**config.mk**
```make
export PLATFORM = sky130hd
export DESIGN_NAME = adjmq_front
export DESIGN_NICKNAME = d
export VERILOG_FILES = /design/src/hw/rtl/adjmq_pkg.sv /design/src/hw/rtl/adjmq_front.sv
export SDC_FILE = /design/constraint.sdc
export NUM_CORES = 1
export LEC_CHECK = 0
export ABC_AREA = 1
export BUFFER_PORTS_ARGS = -buffer_cell sky130_fd_sc_hd__buf_2
export CAP_MARGIN = 10
export CORE_ASPECT_RATIO = 0.7
export CORE_MARGIN = 10
export CORE_UTILIZATION = 32
export CTS_CLUSTER_SIZE = 20
export DETAILED_ROUTE_END_ITERATION = 10
export GPL_TIMING_DRIVEN = 0
export PLACE_DENSITY = 0.8
export SETUP_SLACK_MARGIN = 0.4
export SLEW_MARGIN = 15
export SYNTH_ARGS = -nofsm -noshare
export SYNTH_HDL_FRONTEND = slang
export SYNTH_SLANG_ARGS = --single-unit
```
**constraint.sdc**
```tcl
create_clock -name clk -period 2.15 [get_ports clk]
set_input_delay 0.645 -clock clk [delete_from_list [all_inputs] [get_ports clk]]
set_output_delay 0.645 -clock clk [all_outputs]
set_load 0.01 [all_outputs]
```
**src/hw/rtl/adjmq_pkg.sv**
```systemverilog
// Shared types, codes and constants for the adjacency matrix query block.
// No dependencies; every other file in hw/rtl imports this package.
`timescale 1ns / 1ps
`default_nettype none

package adjmq_pkg;

  // Fixed field widths of the stream payloads.
  localparam int NODE_W     = 5;
  localparam int CNT_W      = 6;
  localparam int WEIGHT_W   = 16;
  localparam int IN_DATA_W  = 32;
  localparam int OUT_DATA_W = 24;

  // Defaults for the top-level parameters.
  localparam int MAX_NODES_DEF   = 32;
  localparam int QUEUE_DEPTH_DEF = 4;

  // Value of node_count after reset.
  localparam logic [CNT_W-1:0] NODE_COUNT_RST = 6'd32;

  // Input command codes carried on s_tuser.
  localparam logic [1:0] CMD_LOAD    = 2'd0;
  localparam logic [1:0] CMD_NEIGH   = 2'd1;
  localparam logic [1:0] CMD_SOURCES = 2'd2;
  localparam logic [1:0] CMD_SINKS   = 2'd3;

  // Result kinds carried on m_tuser.
  typedef enum logic [2:0] {
    KIND_SUCC     = 3'd0,
    KIND_PRED     = 3'd1,
    KIND_SOURCE   = 3'd2,
    KIND_SINK     = 3'd3,
    KIND_NONE     = 3'd4,
    KIND_NOTFOUND = 3'd5
  } kind_t;

  // Operations handed from the front end to the back end.
  typedef enum logic [2:0] {
    OP_LOAD     = 3'd0,
    OP_NEIGH    = 3'd1,
    OP_SOURCES  = 3'd2,
    OP_SINKS    = 3'd3,
    OP_NOTFOUND = 3'd4,
    OP_EMPTY    = 3'd5
  } op_t;

  // Back-end sequencer states.
  typedef enum logic [1:0] {
    ST_IDLE  = 2'd0,
    ST_SCAN  = 2'd1,
    ST_FLUSH = 2'd2
  } state_t;

  // One classified operation in the queue.
  typedef struct packed {
    op_t                 op;
    logic [NODE_W-1:0]   row;
    logic [NODE_W-1:0]   col;
    logic [WEIGHT_W-1:0] weight;
    logic [CNT_W-1:0]    n;
  } q_entry_t;

  // A Q8.8 weight counts as an edge when it is above zero.
  function automatic logic weight_positive(input logic [WEIGHT_W-1:0] w);
    return (w != '0) && !w[WEIGHT_W-1];
  endfunction

endpackage

`default_nettype wire

```
**src/hw/rtl/adjmq_front.sv**
```systemverilog
// Front end: holds the node_count register, decodes input beats and
// classifies them into queue operations. Depends on adjmq_pkg.
`timescale 1ns / 1ps
`default_nettype none

module adjmq_front #(
  parameter int MAX_NODES = adjmq_pkg::MAX_NODES_DEF
) (
  input  wire logic                                clk,
  input  wire logic                                rst,
  input  wire logic                                cfg_wen,
  input  wire logic [adjmq_pkg::CNT_W-1:0]         cfg_wdata,
  input  wire logic                                s_tvalid,
  output      logic                                s_tready,
  input  wire logic [adjmq_pkg::IN_DATA_W-1:0]     s_tdata,
  input  wire logic [1:0]                          s_tuser,
  output      logic                                q_push,
  output      adjmq_pkg::q_entry_t                 q_din,
  input  wire logic                                q_full
);
  import adjmq_pkg::*;

  localparam logic [CNT_W-1:0] MAX_CNT = CNT_W'(MAX_NODES);

  logic [CNT_W-1:0]    node_count;
  logic [CNT_W-1:0]    n_eff;
  logic [NODE_W-1:0]   row;
  logic [NODE_W-1:0]   col;
  logic [WEIGHT_W-1:0] weight;
  logic                drop;
  op_t                 op;

  // Node count register; the user must write it only while the block is idle, which the block does not enforce.
  always_ff @(posedge clk) begin
    if (rst) begin
      node_count <= NODE_COUNT_RST;
    end else if (cfg_wen) begin
      node_count <= cfg_wdata;
    end
  end

  // Counts above the matrix size act as the matrix size.
  assign n_eff = (node_count > MAX_CNT) ? MAX_CNT : node_count;

  // Field unpacking of the input beat.
  assign row    = s_tdata[NODE_W-1:0];
  assign col    = s_tdata[2*NODE_W-1:NODE_W];
  assign weight = s_tdata[2*NODE_W+WEIGHT_W-1:2*NODE_W];

  // Classify the beat; a load outside the matrix is dropped.
  always_comb begin
    op   = OP_LOAD;
    drop = 1'b0;
    case (s_tuser)
      CMD_LOAD: begin
        op   = OP_LOAD;
        drop = ({1'b0, row} >= MAX_CNT) || ({1'b0, col} >= MAX_CNT);
      end
      CMD_NEIGH: begin
        op = ({1'b0, row} >= n_eff) ? OP_NOTFOUND : OP_NEIGH;
      end
      CMD_SOURCES: begin
        op = (n_eff == '0) ? OP_EMPTY : OP_SOURCES;
      end
      CMD_SINKS: begin
        op = (n_eff == '0) ? OP_EMPTY : OP_SINKS;
      end
      default: begin
        op = OP_LOAD;
      end
    endcase
  end

  assign s_tready     = !q_full;
  assign q_push       = s_tvalid && s_tready && !drop;
  assign q_din.op     = op;
  assign q_din.row    = row;
  assign q_din.col    = col;
  assign q_din.weight = weight;
  assign q_din.n      = n_eff;

endmodule

`default_nettype wire

```
# Word-level counts from Yosys, hierarchy flattened
# Index checks and enable logic that the tools add are counted.
# totals
inputBits	45
elab_cells	15
out_inout_bits	37
register_bits	6
# classes
magnitude_cmp	2
mux	5
n_eq_ne	3
reduce_logical	4
# ops
operator	count
3-bit one-hot mux with 4 select lines	1
3-bit 2-to-1 mux	3
5-bit by 6-bit >= comparator with 1-bit output	1
6-bit greater-than comparator, second input constant	1
6-bit logical NOT	1
6-bit 2-to-1 mux	1
2-bit == test, second input constant	2
2-bit by 1-bit == test with 1-bit output, second input constant	1
2-bit logical NOT	1
1-bit logical AND	1
1-bit logical NOT	1

# Logic depth before layout (Yosys ltp)
# Gate-level depths: netlist of run 1.
# logic_depth
depth_word	5
depth_mapped	12
depth_no_buf	12

# Least setup slack after synthesis of run 1
# No wires, ideal clock.
# synth_path
path_type	reg2out
from	register node_count[1]
to	output q_din[34] (netlist name)
t_arrival_ps	1470
path_buffers	0
path_stages_with_launch	13
required_time_ps	1505
slack_ps	35
path_cell_list	dfxtp_1 -> nor2_1 -> nand3_1 -> a21oi_1 -> ha_1 -> inv_1 -> nand2_1 -> nand2_1 -> nand2_1 -> nand2_1 -> nand2_1 -> nand2_1 -> nand2_1
# synth_rtl
item	line_no	rtl
start, declared	adjmq_front.sv:25	logic [CNT_W-1:0] node_count;
start signal, assigned	adjmq_front.sv:38	node_count <= cfg_wdata;
end, declared	adjmq_front.sv:18	output adjmq_pkg::q_entry_t q_din,

==> impl_metrics.tcl, run 1 <==
set metrics [dict create \
    yosys_warnings 0 \
    via_per_inst 4.24 \
    hold_viol 0 \
    place_congestion 0.738 \
    power_density_nw_per_um2 379 \
    criticalPathCategory "flop to output port" \
    antenna_found_initial 0 \
    r2r-end "node_count[0]$_SDFFE_PP0P_" \
    grt_pass1_wl_um 3720 \
    violations "negative setup slack" \
    holdBufCountCts 0 \
    maxClockFrequency_mhz 416 \
    setup_ws_ps -254 \
    rows 13 \
    wl_per_cell_um 12.8 \
    rsz0062_at_grt "yes" \
    whs_path_depth 2 \
    overflow 0 \
    synthCells 105 \
    wl_um 2470 \
    clock_latency_ps 240 \
    final_area_um2 1180 \
    synth_fp_nets 155 \
    power.total_mw 0.447 \
    firstDrtPassIters 4 \
    core-area_um2 1920 \
    start_util 0.346 \
    hold_slack_ps 515 \
    cts_buffers 3 \
    largest_register_ffs 6 \
    drive_above_1_share 0.682 \
    grt_usage 0.108 \
    hp-start "node_count[2]$_SDFFE_PP0P_" \
    fin_cells 192 \
    clock_skew_ps 0 \
    layout_commonest_cell "buf_2" \
    nets 222 \
    io_buffers 54 \
    die_area_um2 4320 \
    synth_area_leaders "buf_4 (29%), dfxtp_1 (18%), nand2_1 (14%)" \
    rr_worst_depth 2 \
    outcome "finished, violations left" \
    ant_nets 0 \
    fin_crit_sh 1.12 \
    relSlewSlack 0.869 \
    slew_violations 0 \
    chipWidth_um 74.4 \
    clockRootBuffer "clkbuf_4" \
    grt_pass1_vias 850 \
    p_leak_nw 0.714 \
    end_kind "output port" \
    place_area_um2 992 \
    yosys_register_bits 6 \
    dp_slack_ps -122 \
    clk_pin_slew_ps 40 \
    multi_input_area_um2 375 \
    grt_max_degree 8 \
    vias 815 \
    cts_htree_levels 1 \
    reg.largest.list "node_count: 6 flops" \
    io_pins 82 \
    num-fill-cells 190 \
    first_iter_violations 5 \
    required_ps 1500 \
    finalSetupViolCount 3 \
    hp-class "flop to flop" \
    cts_tree "built" \
    layout_common_cells "buf_2 (50), buf_4 (34), nand2_1 (19)" \
    num_antenna_cells 0 \
    dieHeight_um 58.1 \
    worst_pin_slew_ps 196 \
    holdPathEnd "node_count[2]$_SDFFE_PP0P_" \
    synth_area_um2 663 \
    dp.cells 181 \
    cap_violations 0 \
    avgSynthCellArea_um2 6.32 \
    drc 0 \
    regMostFlops "node_count" \
    ys_seq_area_frac 0.181 \
    post-dp-hpwl_um 2090 \
    critPathArrivalTime_ps 1760 \
    synthToLayoutAreaGrowth_pct 77.7 \
    reg2reg_slack_ps 1410 \
    cp_max_fo 3 \
    synthDistinctLibCells 15 \
    worst_setup_path_start_kind "flop" \
    seq_area_um2 131 \
    synth.top_cell.area_share 0.294 \
    cts_buffer_depth 2 \
    r2r_start "node_count[0]$_SDFFE_PP0P_" \
    clock_sinks 6 \
    yosys.area.top_type "buf_4" \
    max-vdd-ir-drop_mv 0.350 \
    fin_crit_ps 2400 \
]
## stage by stage
step           TNS (ps)  utilization
5_1_grt            -839        0.614
3_3_place_gp       -199        0.517
6_report           -492        0.614
3_5_place_dp       -228        0.517
2_1_floorplan         0            -
4_1_cts            -492        0.587
## Yosys cell counts
cell and number:
a21oi_1 6, nand3_1 2, buf_4 26, clkbuf_1 1, ha_1 5, a21boi_2 1, nor2_1 10, a211oi_1 2
nor3_1 1, nand2_1 25, inv_1 17, o21ai_0 1, inv_2 1, dfxtp_1 6, nand4_1 1
## area by class of cell
cell class / count / share of cell area
Multi-Input combinational cell: 54 / 0.318
Timing Repair Buffer: 62 / 0.301
Buffer: 27 / 0.169
Sequential cell: 6 / 0.111
Inverter: 18 / 0.0573
Tap cell: 22 / 0.0234
Clock buffer: 3 / 0.0191
## cells by family after synthesis
family / synth area share
flip-flops: 0.181
AND/OR/NAND/NOR: 0.230
adder cells (fa/ha/maj): 0.0943
buffers and inverters: 0.402
AO/OA/AOI/OAI: 0.0924
## timing repair
item                       CTS  global route
resized for setup           18             8
setup endpoints to repair    6             6
pin swaps                   10             6
cloned                       0             0
setup buffers                5             3
## power by group
part           total [mW]  switching (mW)  internal (mW)  leakage, nW
Combinational       0.217           0.101          0.117        0.649
Clock               0.101          0.0379         0.0629       0.0138
Sequential          0.129          0.0100          0.119       0.0515
Total               0.447           0.148          0.298        0.714
## routing by layer
metal	part of all wire	vias to the layer above	GRT usage	routed length, um
met5	0	-	0	0
met4	0.016	0	0.0457	39
met3	0.13	6	0.0476	321
met2	0.53	39	0.208	1310
met1	0.32	342	0.0937	795
li1	-	428	-	-
## worst max-delay path, cell delays in order, from the launching register on
cell     delay [ps]
dfxtp_4         350
nor2_4          130
nand3_4         110
nand2_4          90
nand2_4          60
ha_4            250
nand2_2          50
nor3_4          120
nand2_2          80
nand2_1          50
nand2_1          60
nand2_2          70
buf_6            90
## how the worst max path moves through the flow
stage                               startpoint        end  slack [ps]  cells past startpoint
finish              node_count[2]$_SDFFE_PP0P_  q_din[34]        -250                     12
CTS                 node_count[2]$_SDFFE_PP0P_  q_din[34]        -250                     12
global route        node_count[2]$_SDFFE_PP0P_  q_din[34]        -400                     13
global placement                    s_tdata[4]  q_din[34]        -110                      9
detailed placement                  s_tdata[4]  q_din[34]        -120                      9
floorplan           node_count[0]$_SDFFE_PP0P_  q_din[34]         140                     12
Power figures use the tool's default switching activity.
==> run 2, diff against run 1 <==
--- a/config.mk
+++ b/config.mk
@@ -10,11 +10,10 @@
 export CAP_MARGIN = 10
 export CORE_ASPECT_RATIO = 0.7
 export CORE_MARGIN = 10
-export CORE_UTILIZATION = 32
+export CORE_UTILIZATION = 25
 export CTS_CLUSTER_SIZE = 20
 export DETAILED_ROUTE_END_ITERATION = 10
 export GPL_TIMING_DRIVEN = 0
-export PLACE_DENSITY = 0.8
 export SETUP_SLACK_MARGIN = 0.4
 export SLEW_MARGIN = 15
 export SYNTH_ARGS = -nofsm -noshare
==> run 2 against run 1 <==
Against the previous run:
- the run still ends with negative setup slack left
- global-route usage shrank 1.9 points
- clock power up 65%
- maximum frequency shrank 0.85%
- sequential power about the same
- worst setup slack lost 21 ps
- register-to-register slack is essentially flat
- count of clock-buffer cells in the layout did not move
- critical path depth up 1
- core utilization decreased by 13 points
- clock skew unchanged
- critical path type unchanged
- critical endpoint unchanged
==> impl_metrics.tcl, run 2 (synthesized netlist as in run 1, its figures left out) <==
set metrics [dict create \
    nets 220 \
    regMostFlops "node_count" \
    met2_usage 0.173 \
    cp_max_fo 3 \
    top_usage_layer "met2" \
    slew_violations 0 \
    overflow 0 \
    chipWidth_um 81.6 \
    cts_htree_levels 1 \
    end_kind "output port" \
    pwr-share-clk 0.326 \
    cp.depth 13 \
    power_density_nw_per_um2 419 \
    core-area_um2 2500 \
    hold_viol 0 \
    layout_commonest_cell "buf_2" \
    p_int_mw 0.353 \
    antenna_found_initial 0 \
    rows 15 \
    largest_register_ffs 6 \
    dieHeight_um 63.1 \
    met3_usage 0.0382 \
    final_area_um2 1220 \
    firstDrtPassIters 4 \
    reg.largest.list "node_count: 6 flops" \
    clock_skew_ps 0 \
    drive_above_1_share 0.696 \
    p_leak_nw 0.710 \
    power.total_mw 0.511 \
    worst_path_most_repeated_cell "nand2_1" \
    critPathTopFamily "simple AND/OR/NAND/NOR gates" \
    relSlewSlack 0.884 \
    cts_buffer_depth 2 \
    grt_max_degree 8 \
    whs_path_depth 2 \
    cap_violations 0 \
    clockRootBuffer "clkbuf_8" \
    fin_crit_sh 1.13 \
    grt_usage 0.0886 \
    num_antenna_cells 0 \
    wl_per_cell_um 12.6 \
    grt_pass1_wl_um 3700 \
    die_area_um2 5150 \
    violations "negative setup slack" \
    post-dp-hpwl_um 2100 \
    worst_pin_slew_ps 174 \
    final_core_util 0.489 \
    clock_sinks 6 \
    clock_latency_ps 220 \
    finalSetupViolCount 2 \
    vias 805 \
    ant_nets 0 \
    critPathArrivalTime_ps 1780 \
    place_congestion 0.793 \
    outcome "finished, violations left" \
    power_switching_mw 0.158 \
    fin_crit_ps 2420 \
    layout_common_cells "buf_2 (49), buf_4 (31), nand2_1 (17)" \
    switching_share 0.309 \
    start_util 0.266 \
    grt_pass1_vias 830 \
    rsz0062_at_grt "yes" \
    met1_usage 0.0781 \
    worst_setup_path_start_kind "flop" \
    via_per_inst 3.99 \
    place_area_um2 1010 \
    setup_ws_ps -275 \
    cts_buffers 3 \
    first_iter_violations 6 \
    wl_um 2540 \
    crit_buf_inv 2 \
    maxClockFrequency_mhz 412 \
    cts_tree "built" \
    combPwrFrac 0.423 \
    crit_chain "nor2_4 -> nand3_4 -> a21oi_4 -> ha_4 -> inv_2 -> nand2_1 -> nand2_1 -> nand2_1 -> nand2_2 -> nand2_1 -> nand2_1 -> nand2_2 -> buf_6" \
    fin_tns_setup_ps -495 \
    synthToLayoutAreaGrowth_pct 84.0 \
    cp_slowest_cell "dfxtp_4" \
    max-vdd-ir-drop_mv 0.394 \
    drc 0 \
    cpPeakStageDelay_ps 350 \
    clk_pin_slew_ps 40 \
    io_buffers 54 \
    criticalPathCategory "flop to output port" \
    hp-class "flop to flop" \
    rr_worst_depth 2 \
    required_ps 1500 \
    p_seq_frac 0.251 \
    dp_slack_ps -133 \
    io_pins 82 \
]
[run 2: path summary, 6_finish.rpt]
path	startpoint	to	slack [ps]
max reg2reg	node_count[0]$_SDFFE_PP0P_	node_count[0]$_SDFFE_PP0P_	1420
max	node_count[4]$_SDFFE_PP0P_	q_din[34]	-270
min	node_count[4]$_SDFFE_PP0P_	node_count[4]$_SDFFE_PP0P_	500
min reg2reg	node_count[4]$_SDFFE_PP0P_	node_count[4]$_SDFFE_PP0P_	500
[run 2: stage by stage]
step | cells | hold WS [ps]
6_report | 202 | 503
5_1_grt | 202 | 530
4_1_cts | 199 | 486
3_5_place_dp | 193 | 488
3_3_place_gp | 193 | 475
2_1_floorplan | 105 | 448
[run 2: layer usage]
| metal | vias to the layer above | part of all wire |
|---|---|---|
| li1 | 422 | - |
| met3 | 4 | 0.12 |
| met4 | 0 | 0.011 |
| met5 | - | 0 |
| met2 | 36 | 0.53 |
| met1 | 343 | 0.33 |
[run 2: power by group through the flow]
stage / clock (mW) / combinational, mW / sequential, mW
global route: 0.176 / 0.238 / 0.129
finish: 0.167 / 0.216 / 0.128
floorplan: 0 / 0.109 / 0.127
global placement: 0 / 0.172 / 0.129
CTS: 0.169 / 0.199 / 0.128
detailed placement: 0 / 0.176 / 0.129
[run 2: repair_timing]
action / CTS / global route
setup endpoints to repair: 6 / 6
hold buffers: 0 / 0
gates resized for setup: 23 / 9
buffers inserted: 3 / 3
pin swaps: 10 / 10
[run 2: cell type report]
class / count / area, um2
Sequential cell: 6 / 134
Multi-Input combinational cell: 54 / 383
Tap cell: 34 / 42.5
Clock buffer: 3 / 41.3
Fill cell: 263 / 1280
Timing Repair Buffer: 60 / 350
Inverter: 18 / 70.1
Buffer: 27 / 199
[run 2: worst register-to-register path, stage by stage, from the launching register on]
cell and delay, ps:
dfxtp_2 340, inv_1 90, a211oi_1 220
