==> src/hw/rtl/adjmq_pkg.sv <==
// Shared types, codes and constants for the adjacency matrix query block.
// No dependencies; every other file in hw/rtl imports this package.
`timescale 1ns / 1ps
`default_nettype none

package adjmq_pkg;

  // Fixed field widths of the stream payloads.
  localparam int NODE_W     = 5;
  localparam int CNT_W      = 6;
  localparam int WEIGHT_W   = 16;
  localparam int IN_DATA_W  = 32;
  localparam int OUT_DATA_W = 24;

  // Defaults for the top-level parameters.
  localparam int MAX_NODES_DEF   = 32;
  localparam int QUEUE_DEPTH_DEF = 4;

  // Value of node_count after reset.
  localparam logic [CNT_W-1:0] NODE_COUNT_RST = 6'd32;

  // Input command codes carried on s_tuser.
  localparam logic [1:0] CMD_LOAD    = 2'd0;
  localparam logic [1:0] CMD_NEIGH   = 2'd1;
  localparam logic [1:0] CMD_SOURCES = 2'd2;
  localparam logic [1:0] CMD_SINKS   = 2'd3;

  // Result kinds carried on m_tuser.
  typedef enum logic [2:0] {
    KIND_SUCC     = 3'd0,
    KIND_PRED     = 3'd1,
    KIND_SOURCE   = 3'd2,
    KIND_SINK     = 3'd3,
    KIND_NONE     = 3'd4,
    KIND_NOTFOUND = 3'd5
  } kind_t;

  // Operations handed from the front end to the back end.
  typedef enum logic [2:0] {
    OP_LOAD     = 3'd0,
    OP_NEIGH    = 3'd1,
    OP_SOURCES  = 3'd2,
    OP_SINKS    = 3'd3,
    OP_NOTFOUND = 3'd4,
    OP_EMPTY    = 3'd5
  } op_t;

  // Back-end sequencer states.
  typedef enum logic [1:0] {
    ST_IDLE  = 2'd0,
    ST_SCAN  = 2'd1,
    ST_FLUSH = 2'd2
  } state_t;

  // One classified operation in the queue.
  typedef struct packed {
    op_t                 op;
    logic [NODE_W-1:0]   row;
    logic [NODE_W-1:0]   col;
    logic [WEIGHT_W-1:0] weight;
    logic [CNT_W-1:0]    n;
  } q_entry_t;

  // A Q8.8 weight counts as an edge when it is above zero.
  function automatic logic weight_positive(input logic [WEIGHT_W-1:0] w);
    return (w != '0) && !w[WEIGHT_W-1];
  endfunction

endpackage

`default_nettype wire

==> src/hw/rtl/adjmq_fifo.sv <==
// Short operation queue between the front end and the back end.
// Depends on adjmq_pkg for the entry type.
`timescale 1ns / 1ps
`default_nettype none

module adjmq_fifo #(
  parameter int DEPTH = adjmq_pkg::QUEUE_DEPTH_DEF
) (
  input  wire logic                 clk,
  input  wire logic                 rst,
  input  wire logic                 push,
  input  wire adjmq_pkg::q_entry_t  din,
  output      logic                 full,
  input  wire logic                 pop,
  output      adjmq_pkg::q_entry_t  dout,
  output      logic                 empty
);
  import adjmq_pkg::*;

  localparam int PW = (DEPTH > 1) ? $clog2(DEPTH) : 1;
  localparam int CW = $clog2(DEPTH + 1);

  q_entry_t        slots [DEPTH];
  logic [PW-1:0]   wptr;
  logic [PW-1:0]   rptr;
  logic [CW-1:0]   count;
  logic            do_push;
  logic            do_pop;

  assign full    = (count == CW'(DEPTH));
  assign empty   = (count == '0);
  assign dout    = slots[rptr];
  assign do_push = push && !full;
  assign do_pop  = pop && !empty;

  // Pointers and fill count.
  always_ff @(posedge clk) begin
    if (rst) begin
      wptr  <= '0;
      rptr  <= '0;
      count <= '0;
    end else begin
      if (do_push) begin
        wptr <= (wptr == PW'(DEPTH - 1)) ? '0 : wptr + 1'b1;
      end
      if (do_pop) begin
        rptr <= (rptr == PW'(DEPTH - 1)) ? '0 : rptr + 1'b1;
      end
      case ({do_push, do_pop})
        2'b10:   count <= count + 1'b1;
        2'b01:   count <= count - 1'b1;
        default: count <= count;
      endcase
    end
  end

  // Entry storage.
  always_ff @(posedge clk) begin
    if (do_push) begin
      slots[wptr] <= din;
    end
  end

endmodule

`default_nettype wire

==> config.mk <==
export PLATFORM = sky130hd
export DESIGN_NAME = adjmq_fifo
export DESIGN_NICKNAME = d
export VERILOG_FILES = /design/src/hw/rtl/adjmq_pkg.sv /design/src/hw/rtl/adjmq_fifo.sv
export SDC_FILE = /design/constraint.sdc
export NUM_CORES = 1
export LEC_CHECK = 0
export ABC_CLOCK_PERIOD_IN_PS = 2800
export BUFFER_PORTS_ARGS = -buffer_cell sky130_fd_sc_hd__clkbuf_2
export CAP_MARGIN = 5
export CORE_UTILIZATION = 40
export DETAILED_ROUTE_END_ITERATION = 10
export GPL_ROUTABILITY_DRIVEN = 0
export HOLD_SLACK_MARGIN = 0.15
export SYNTH_ARGS = -nofsm -noshare
export SYNTH_HDL_FRONTEND = slang
export SYNTH_SLANG_ARGS = --single-unit
==> constraint.sdc <==
create_clock -name clk -period 2.8 [get_ports clk]
set_input_delay 0.42 -clock clk [delete_from_list [all_inputs] [get_ports clk]]
set_output_delay 0.42 -clock clk [all_outputs]
set_load 0.05 [all_outputs]
======== Word-level counts from Yosys, hierarchy flattened ========
Memories as Yosys holds them, arrays and structs flattened. A register that Yosys moved wholly into a read port is not among the register bits.
Index checks and enable logic that the tools add are counted.
storage, ports and cells
  flip-flop bits (word level) ............. 7
  logic and storage cells ................. 26
  bits in writable memories ............... 140
  memories kept ........................... 1
  input port bits ......................... 39
memories
  name   depth  width  rd ports  clocked after memory_dff  write ports  RTL line          source
  slots  4      35     1         1                         1            adjmq_fifo.sv:23  q_entry_t slots [DEPTH];
cells by class
  muxes and demuxes ....................... 7
  equal/unequal tests ..................... 5
  $add $sub $neg .......................... 4
  reductions and logical operators ........ 6
operators by type and width
  kind                                                                   number
  2-bit two-way mux                                                      4
  2-bit equality test, second input constant                             3
  3-bit case mux with 2 select lines                                     1
  2-bit by 1-bit adder with 2-bit output, second input constant          2
  3-bit by 1-bit adder with 3-bit output, second input constant          1
  3-bit equality test, second input constant                             1
  3-bit logical NOT                                                      1
  3-bit by 1-bit subtractor with 3-bit output, second input constant     1
  2-bit by 1-bit equality test with 1-bit output, second input constant  1
  1-bit logical AND                                                      2
  1-bit logical NOT                                                      2
  1-bit two-way mux                                                      2
  2-bit nonzero test                                                     1

======== Depth between registers and ports, before layout ========
Gate-level depths: netlist of the first run.
  depth in word-level cells ............... 5
  mapped depth ............................ 10

======== Worst setup path before layout of the first run ========
OpenSTA, ideal clock, no wires.
  kind .................................... register to register
  from .................................... register count[2]
  to ...................................... register count[2]
  clock period less this slack ............ 2350 ps
  stages on the path, launching flop included .. 11
  required time ........................... 2730 ps
  library setup time ...................... 70 ps
  slack ................................... 450 ps
  arrival ................................. 2280 ps
  cell sequence ........................... dfxtp_1 > or3b_1 > buf_6 > and2_4 > inv_1 > ha_1 > inv_1 > fa_1 > xor2_1 > or3_2 > a21oi_1
between the ends
  cells in the longest elaborated chain, start to end .. 5
ends and longest elaborated chain
  what                                                                                   RTL line                            source
  start: declaration                                                                     adjmq_fifo.sv:26                    logic [CW-1:0] count;
  start signal: assignment                                                               adjmq_fifo.sv:50                    2'b10: count <= count + 1'b1;
  start signal: assignment                                                               adjmq_fifo.sv:51                    2'b01: count <= count - 1'b1;
  start signal: assignment                                                               adjmq_fifo.sv:52                    default: count <= count;
  3-bit equality test or 3-bit logical NOT (tied branches)                               adjmq_fifo.sv:30, adjmq_fifo.sv:31
  1-bit logical NOT (on tied branches)                                                   adjmq_fifo.sv:33, adjmq_fifo.sv:34
  1-bit logical AND (on tied branches)                                                   adjmq_fifo.sv:33, adjmq_fifo.sv:34
  2-bit by 1-bit equality test with 1-bit output or 2-bit equality test (tied branches)  adjmq_fifo.sv:49                    case ({do_push, do_pop})
  3-bit case mux with 2 select lines or 2-bit nonzero test (tied branches)               n/a
Several ways; a longest one is shown, not always the timed one.
A chain may end at the register's enable or synchronous reset.

======== Worst setup path after layout of the first run ========
Ends and elaborated chain as after synthesis.

==> results.yml, run 1 <==
worst_hold_path:
  hold_start: "din[6]"
  min_to: "slots[2][6]"
  min-delay-path-class: "in -> reg"
  min_path_cells: 1
setup_path:
  cp_slowest_cell: "or3b_1"
  slowest_delay_ns: 0.48
  crit_type: "reg -> reg"
  cp.arrival_ns: 2.85
  crit_required_ns: 3.14
  worst-r2r-setup-slack_ns: 0.29
  path_buf_inv: 2
  r2r-start: "count[2]"
  cp-end-kind: "flop"
  crit_path_start_kind: "flop"
  critPathLaunch: "count[2]"
  crit_top_cell: "inv_1"
  reg2regPathDepth: 9
  crit_chain: "or3b_1, and2_4, inv_1, ha_1, inv_1, fa_1, xor2_1, or3_2, a21oi_1"
  crit_fanout: 9
  r2r_end: "count[2]"
  critical_path.top_delay_family: "simple AND/OR/NAND/NOR gates"
clocking:
  cts_hold_buf: 0
  cts_resized: 0
  post_cts_buffers: 0
  clkSinkCount: 149
  cts_tree: "yes"
  cts-root-buf: "clkbuf_16"
  cts_buffers: 17
  clock_latency_ns: 0.41
  clk_pin_slew_worst_paths_ns: 0.06
  htree_num_levels: 4
  clk_path_buf_depth: 2
detailed_routing:
  first_iter_violations: 221
  via_per_inst: 4.93
  drc: 0
  wl_per_cell_um: 18.1
  num_vias: 2527
  wl_mm: 9.31
  drt-pass1-iter-count: 4
  ant_nets: 0
global_route:
  gr-usage-met3_pct: 4.71
  grt_use_met2_pct: 23.0
  busiest_layer: "met2"
  grt_max_degree: 36
  grt_overflow: 0
  groute.usage.overall_pct: 14.1
  grt_first_pass_wirelength_mm: 14.5
  antenna_found_initial: 0
  grt_pass1_vias: 2698
  grt_use_met1_pct: 17.3
floorplanning:
  die_x_um: 120
  core_mm2: 0.0133
  die_y_um: 120
  rows: 42
  io_pins: 76
  die_area_mm2: 0.0143
  start_util_pct: 41.5
timing:
  period_share_pct: 89.7
  hold_violations: 0
  fmax_ghz: 0.398
  layout_min_cycle_time_ns: 2.51
  fin_setup_tns_ns: 0
  setup_viol: 0
  relSlewSlack_pct: 34.0
  skew_ns: 0.00603
  slew_viol_final: 0
  worst_slew_pin_slew_ns: 0.991
  rsz0062_at_grt: "no"
synth:
  synth_cell_types: 28
  synth_seq_area_share_pct: 79.2
  yosys_warnings: 0
  yosys.area.top_type: "edfxtp_1"
  synth_top_cell_area_share_pct: 75.9
  netlist_area_mm2: 0.00554
  avgSynthCellArea_um2: 23.4
  ys_ff_latch: 149
  synth_area_leaders: "edfxtp_1 76%, mux4_2 14%, dfxtp_1 3.3%"
  synth_nets: 283
  syn_inst: 237
job:
  drv_cap: 0
layout:
  layout_common_cells: "140 x edfxtp_1, 75 x clkbuf_2, 35 x mux4_2"
  fillers: 1118
  regArea_mm2: 0.00439
  mostFrequentLayoutCell: "edfxtp_1"
  nets: 370
  syn_to_final_growth_pct: 21.0
  drive_gt1_share_pct: 44.5
  num_antenna_cells: 0
  multi_input_area_mm2: 0.00106
power:
  power_mw: 6.83
  total_leakage_power_nw: 2.31
  pwr_density_cell_mw_per_mm2: 1020
  vdd_ir_drop_max_mv: 0.501
place:
  portBuffers: 75
  hpwl_mm: 5.43
run_status:
  outcome: "finished, final reports clean"
metrics by stage:
| stage | instances | utilization (%) | setup slack, ns | cell area (um2) | hold WS, ns |
|---|---|---|---|---|---|
| global placement | 481 | 45.8 | 0.377 | 6110 | 0.478 |
| finish | 513 | 50.2 | 0.290 | 6700 | 0.229 |
| floorplan | 237 | - | 0.450 | 5540 | 0.463 |
| global route | 513 | 50.2 | 0.148 | 6700 | 0.217 |
| detailed placement | 481 | 45.8 | 0.299 | 6110 | 0.485 |
| CTS | 513 | 50.2 | 0.278 | 6700 | 0.201 |
worst reg2reg max path, cell delays in order, from the launching register on:
cell and delay, ns:
dfxtp_1 0.37, or3b_1 0.48, and2_4 0.21, inv_1 0.05
ha_1 0.17, inv_1 0.06, fa_1 0.38, xor2_1 0.16
or3_2 0.41, a21oi_1 0.15
sequential cells by signal (all words and copies together) (netlist names), named ones only:
signal,flops
wptr,2
rptr,2
count,3
slots,140
per-layer routing:
layer	vias to the layer above	wire, um
met5	-	0
met3	12	473
met4	0	125
li1	1166	-
met2	64	4680
met1	1285	4030
power by group:
| part | total, mW | internal (mW) | switching, mW |
|---|---|---|---|
| registers | 2.76 | 2.68 | 0.0811 |
| clock network | 2.23 | 1.40 | 0.837 |
| logic | 1.83 | 0.557 | 1.27 |
| total | 6.83 | 4.64 | 2.19 |
cells in the mapped netlist, drive strengths merged:
cell    number
a21o         1
a21oi        4
and2         1
and3         4
buf          8
clkbuf       2
dfxtp        9
edfxtp     140
fa           1
ha           6
inv          8
mux2i        1
mux4        35
nand2        1
nand3        2
nor2         4
nor3         2
o21ai        1
o31ai        2
or3          2
or3b         1
xor2         2
cell families (layout without fill, tap and decap cells):
logic type / count (synthesis) / after routing / synth area share (%)
AO/OA/AOI/OAI: 8 / 8 / 0.949
XOR/XNOR: 2 / 2 / 0.317
adder cells (fa/ha/maj): 7 / 7 / 1.72
buffers and inverters: 18 / 118 / 1.60
flip-flops: 149 / 149 / 79.2
multiplexers: 36 / 36 / 14.4
AND/OR/NAND/NOR: 17 / 17 / 1.79
how the worst max path moves through the flow:
stage | cells after the start | slack (ns) | to
2_1_floorplan | 10 | 0.45 | count[2]
3_3_place_gp | 9 | 0.38 | count[2]
3_5_place_dp | 9 | 0.30 | count[2]
4_1_cts | 9 | 0.28 | count[2]
5_1_grt | 9 | 0.15 | count[2]
6_report | 9 | 0.29 | count[2]
area by class of cell:
class                   instances  share of cell area (%)
clock buffers                  19                    6.46
clock inverters                13                    2.33
inverters                       8                   0.448
multi-input cells              70                    15.9
flip-flops and latches        149                    65.5
well taps                     176                    3.29
repair buffers                 78                    6.13
(Power assumes the default switching activity.)
==> inputs of run 2 (changes only) <==
--- a/config.mk
+++ b/config.mk
@@ -12,6 +12,7 @@
 export DETAILED_ROUTE_END_ITERATION = 10
 export GPL_ROUTABILITY_DRIVEN = 0
 export HOLD_SLACK_MARGIN = 0.15
+export MAX_ROUTING_LAYER = met4
 export SYNTH_ARGS = -nofsm -noshare
 export SYNTH_HDL_FRONTEND = slang
 export SYNTH_SLANG_ARGS = --single-unit
==> run 2 against run 1 <==
Net effect: wire length about the same; via count is 0.67% higher; global-route usage increased by 0.42 points; sequential cell count unchanged; clock skew barely moved; sequential share of layout area did not move; worst setup slack worse by 0.0022 ns; die area is the same; first-iteration DRC count up 3.2%; critical path depth is the same; maximum frequency about the same; non-clock buffer count unchanged.
==> results.yml, run 2 (synthesis gave the netlist of run 1 again) <==
clocking:
  clk_pin_slew_worst_paths_ns: 0.06
  cts-root-buf: "clkbuf_16"
  cts_resized: 0
  clkSinkCount: 149
  cts_hold_buf: 0
  clock_latency_ns: 0.41
  post_cts_buffers: 0
  cts_buffers: 17
  htree_num_levels: 4
  cts_tree: "yes"
  clk_path_buf_depth: 2
detailed_routing:
  via_per_inst: 4.96
  wl_per_cell_um: 18.1
  first_iter_violations: 228
  drc: 0
  drt-pass1-iter-count: 4
  num_vias: 2544
  wl_mm: 9.30
  ant_nets: 0
global_route:
  grt_first_pass_wirelength_mm: 14.5
  grt_pass1_vias: 2695
  grt_max_degree: 36
  grt_overflow: 0
  groute.usage.overall_pct: 14.6
  antenna_found_initial: 0
job:
  drv_cap: 0
timing:
  hold_violations: 0
  setup_viol: 0
  fmax_ghz: 0.398
  setup_ws_ns: 0.288
  period_share_pct: 89.7
  hold_ws_ns: 0.226
  worst_slew_pin_slew_ns: 0.994
  rsz0062_at_grt: "no"
  layout_min_cycle_time_ns: 2.51
  relSlewSlack_pct: 33.7
  skew_ns: 0.00642
  fin_setup_tns_ns: 0
  slew_viol_final: 0
power:
  total_leakage_power_nw: 2.31
  vdd_ir_drop_max_mv: 0.501
  pwr_density_cell_mw_per_mm2: 1020
floorplanning:
  die_y_um: 120
  die_area_mm2: 0.0143
  die_x_um: 120
  start_util_pct: 41.5
  rows: 42
  core_mm2: 0.0133
  io_pins: 76
layout:
  num_antenna_cells: 0
  drive_gt1_share_pct: 44.5
  final_util_pct: 50.2
  regMostFlops: "slots"
  nets: 370
  layout_common_cells: "140 x edfxtp_1, 75 x clkbuf_2, 35 x mux4_2"
  mostFrequentLayoutCell: "edfxtp_1"
  largest_reg_flops: 140
  reg.largest.list: "slots x140, count x3"
  syn_to_final_growth_pct: 21.0
run_status:
  outcome: "finished, final reports clean"
setup_path:
  crit_path_start_kind: "flop"
  crit_required_ns: 3.14
  cp-end-kind: "flop"
  crit_fanout: 9
  crit_type: "reg -> reg"
  cp.arrival_ns: 2.86
place:
  hpwl_mm: 5.43
  portBuffers: 75
  pre_cts_ws_ns: 0.299
worst_hold_path:
  min-delay-path-class: "in -> reg"
run 2: area by class of cell:
type | count | area [um2]
Inverter | 8 | 30.0
Sequential cell | 149 | 4390
Clock inverter | 13 | 156
Timing Repair Buffer | 78 | 410
Tap cell | 176 | 220
Clock buffer | 19 | 433
Fill cell | 1118 | 6650
Multi-Input combinational cell | 70 | 1060
run 2: critical path, stage by stage, from the launching register on:
cell and delay [ns]:
dfxtp_1 0.37, or3b_1 0.48, and2_4 0.21, inv_1 0.05, ha_1 0.17, inv_1 0.06
fa_1 0.38, xor2_1 0.16, or3_2 0.41, a21oi_1 0.15
run 2: per-layer routing:
metal  up-vias  GRT usage (%)  routed length [um]
li1       1164              -                   -
met1      1298           17.4                4000
met2        68           23.0                4680
met3        14           4.66                 469
met4         0           5.86                 146
met5         -              -                   0
run 2: metrics by stage:
| stage | total power, mW | instances | instance area (um2) |
|---|---|---|---|
| after floorplan | 4.26 | 237 | 5540 |
| after global placement | 4.66 | 481 | 6110 |
| after detailed placement | 4.68 | 481 | 6110 |
| after CTS | 6.93 | 513 | 6700 |
| after global routing | 7.10 | 513 | 6700 |
| final | 6.83 | 513 | 6700 |
run 2: final timing paths:
kind	start	to	slack, ns	cells after the start
setup reg to reg	count[2]	count[2]	0.29	9
hold reg to reg	rptr[0]	flop	0.50	2
setup / recovery	count[2]	count[2]	0.29	9
hold / removal	din[6]	slots[2][6]	0.23	1
run 2: power by group:
group	leakage [nW]	switching, mW	total [mW]	internal [mW]
clock	0.278	0.838	2.23	1.40
combinational	0.675	1.27	1.83	0.557
sequential	1.36	0.0811	2.76	2.68
==> inputs of run 3 (changes only) <==
--- a/config.mk
+++ b/config.mk
@@ -13,6 +13,7 @@
 export GPL_ROUTABILITY_DRIVEN = 0
 export HOLD_SLACK_MARGIN = 0.15
 export MAX_ROUTING_LAYER = met4
+export SETUP_SLACK_MARGIN = 0.3
 export SYNTH_ARGS = -nofsm -noshare
 export SYNTH_HDL_FRONTEND = slang
 export SYNTH_SLANG_ARGS = --single-unit
==> run 3 against run 2 <==
Net effect: final cell count rose by 0.19%; clock skew is essentially flat; cell area rose by 0.22%; first-iteration DRC count rose by 11%; combinational power about the same; hold slack hardly changed.
==> results.yml, run 3 (synthesis gave the netlist of run 1 again) <==
global_route:
  grt_pass1_vias: 2696
  gr-usage-met3_pct: 4.66
  groute.usage.overall_pct: 14.6
  grt_use_met1_pct: 17.4
  busiest_layer: "met2"
  grt_use_met2_pct: 23.1
  grt_max_degree: 36
  grt_first_pass_wirelength_mm: 14.5
  grt_overflow: 0
  antenna_found_initial: 0
layout:
  num_antenna_cells: 0
  final_util_pct: 50.3
  regMostFlops: "slots"
  drive_gt1_share_pct: 45.3
  nets: 371
  syn_to_final_growth_pct: 21.3
  largest_reg_flops: 140
  fillers: 1119
  layout_common_cells: "140 x edfxtp_1, 75 x clkbuf_2, 35 x mux4_2"
  reg.largest.list: "slots x140, count x3"
  mostFrequentLayoutCell: "edfxtp_1"
setup_path:
  crit_path_start_kind: "flop"
  reg2regPathDepth: 9
  cp-end-kind: "flop"
  crit_type: "reg -> reg"
  crit_required_ns: 3.14
  worst-r2r-setup-slack_ns: 0.38
  cp.arrival_ns: 2.76
  crit_fanout: 6
  r2r_end: "count[2]"
  critPathLaunch: "count[0]"
  r2r-start: "count[0]"
worst_hold_path:
  hold_start: "din[6]"
  min-delay-path-class: "in -> reg"
  min_path_cells: 1
  min_to: "slots[2][6]"
floorplanning:
  die_x_um: 120
  io_pins: 76
  core_mm2: 0.0133
  die_y_um: 120
  rows: 42
  die_area_mm2: 0.0143
  start_util_pct: 41.5
detailed_routing:
  drc: 0
  wl_mm: 9.34
  via_per_inst: 4.96
  wl_per_cell_um: 18.2
  ant_nets: 0
  first_iter_violations: 254
  num_vias: 2551
  drt-pass1-iter-count: 4
power:
  total_leakage_power_nw: 2.32
  vdd_ir_drop_max_mv: 0.502
  power_mw: 6.85
  pwr_density_cell_mw_per_mm2: 1020
clocking:
  htree_num_levels: 4
  clkSinkCount: 149
  cts-root-buf: "clkbuf_16"
  cts_buffers: 17
  clk_path_buf_depth: 2
  clock_latency_ns: 0.41
  clk_pin_slew_worst_paths_ns: 0.06
  cts_tree: "yes"
  cts_hold_buf: 0
timing:
  worst_slew_pin_slew_ns: 0.991
  hold_violations: 0
  hold_ws_ns: 0.226
  period_share_pct: 86.6
  setup_ws_ns: 0.376
  layout_min_cycle_time_ns: 2.42
  fmax_ghz: 0.413
  skew_ns: 0.00631
  rsz0062_at_grt: "yes"
  slew_viol_final: 0
  fin_setup_tns_ns: 0
  setup_viol: 0
  relSlewSlack_pct: 33.9
place:
  hpwl_mm: 5.43
  portBuffers: 75
  pre_cts_ws_ns: 0.299
job:
  drv_cap: 0
run_status:
  outcome: "finished, final reports clean"
## run 3: critical path: stages, from the launching register on
cell	delay, ns
dfxtp_1	0.35
or3b_4	0.44
and2_4	0.18
inv_1	0.05
ha_1	0.17
inv_1	0.06
fa_1	0.38
xor2_1	0.16
or3_2	0.41
a21oi_1	0.15
## run 3: through the flow
step,cell area [um2],std cells
after floorplan,5540,237
after global placement,6110,481
after detailed placement,6110,481
after CTS,6700,513
after global routing,6720,514
final,6720,514
## run 3: area by class of cell
class                           instances  area [um2]  share of cell area [%]
Timing Repair Buffer                   79         422                    6.28
Clock inverter                         13         156                    2.33
Tap cell                              176         220                    3.28
Clock buffer                           19         433                    6.45
Sequential cell                       149        4390                    65.3
Multi-Input combinational cell         70        1070                    15.9
Inverter                                8        30.0                   0.447
## run 3: worst max-delay path by stage
stage / to / slack [ns] / cells after the start
final: count[2] / 0.38 / 9
after global routing: count[2] / 0.28 / 9
after CTS: dout[16] / 0.32 / 3
after detailed placement: count[2] / 0.30 / 9
after global placement: count[2] / 0.38 / 9
after floorplan: count[2] / 0.45 / 10
## run 3: per-layer routing
metal / up-vias / wire, um
met4: 0 / 146
met5: - / 0
li1: 1165 / -
met1: 1302 / 4010
met3: 14 / 473
met2: 70 / 4710
## run 3: repair_timing
action / CTS / global route
gates resized for setup: 1 / 2
pin swaps: 0 / 1
setup endpoints to repair: 1 / 18
endpoints found under the hold margin: 0 / 0
buffers inserted: 0 / 1
## run 3: report_power, final
group | switching [mW] | internal [mW] | total (mW)
registers | 0.0841 | 2.68 | 2.77
clock network | 0.839 | 1.40 | 2.23
logic | 1.27 | 0.569 | 1.84
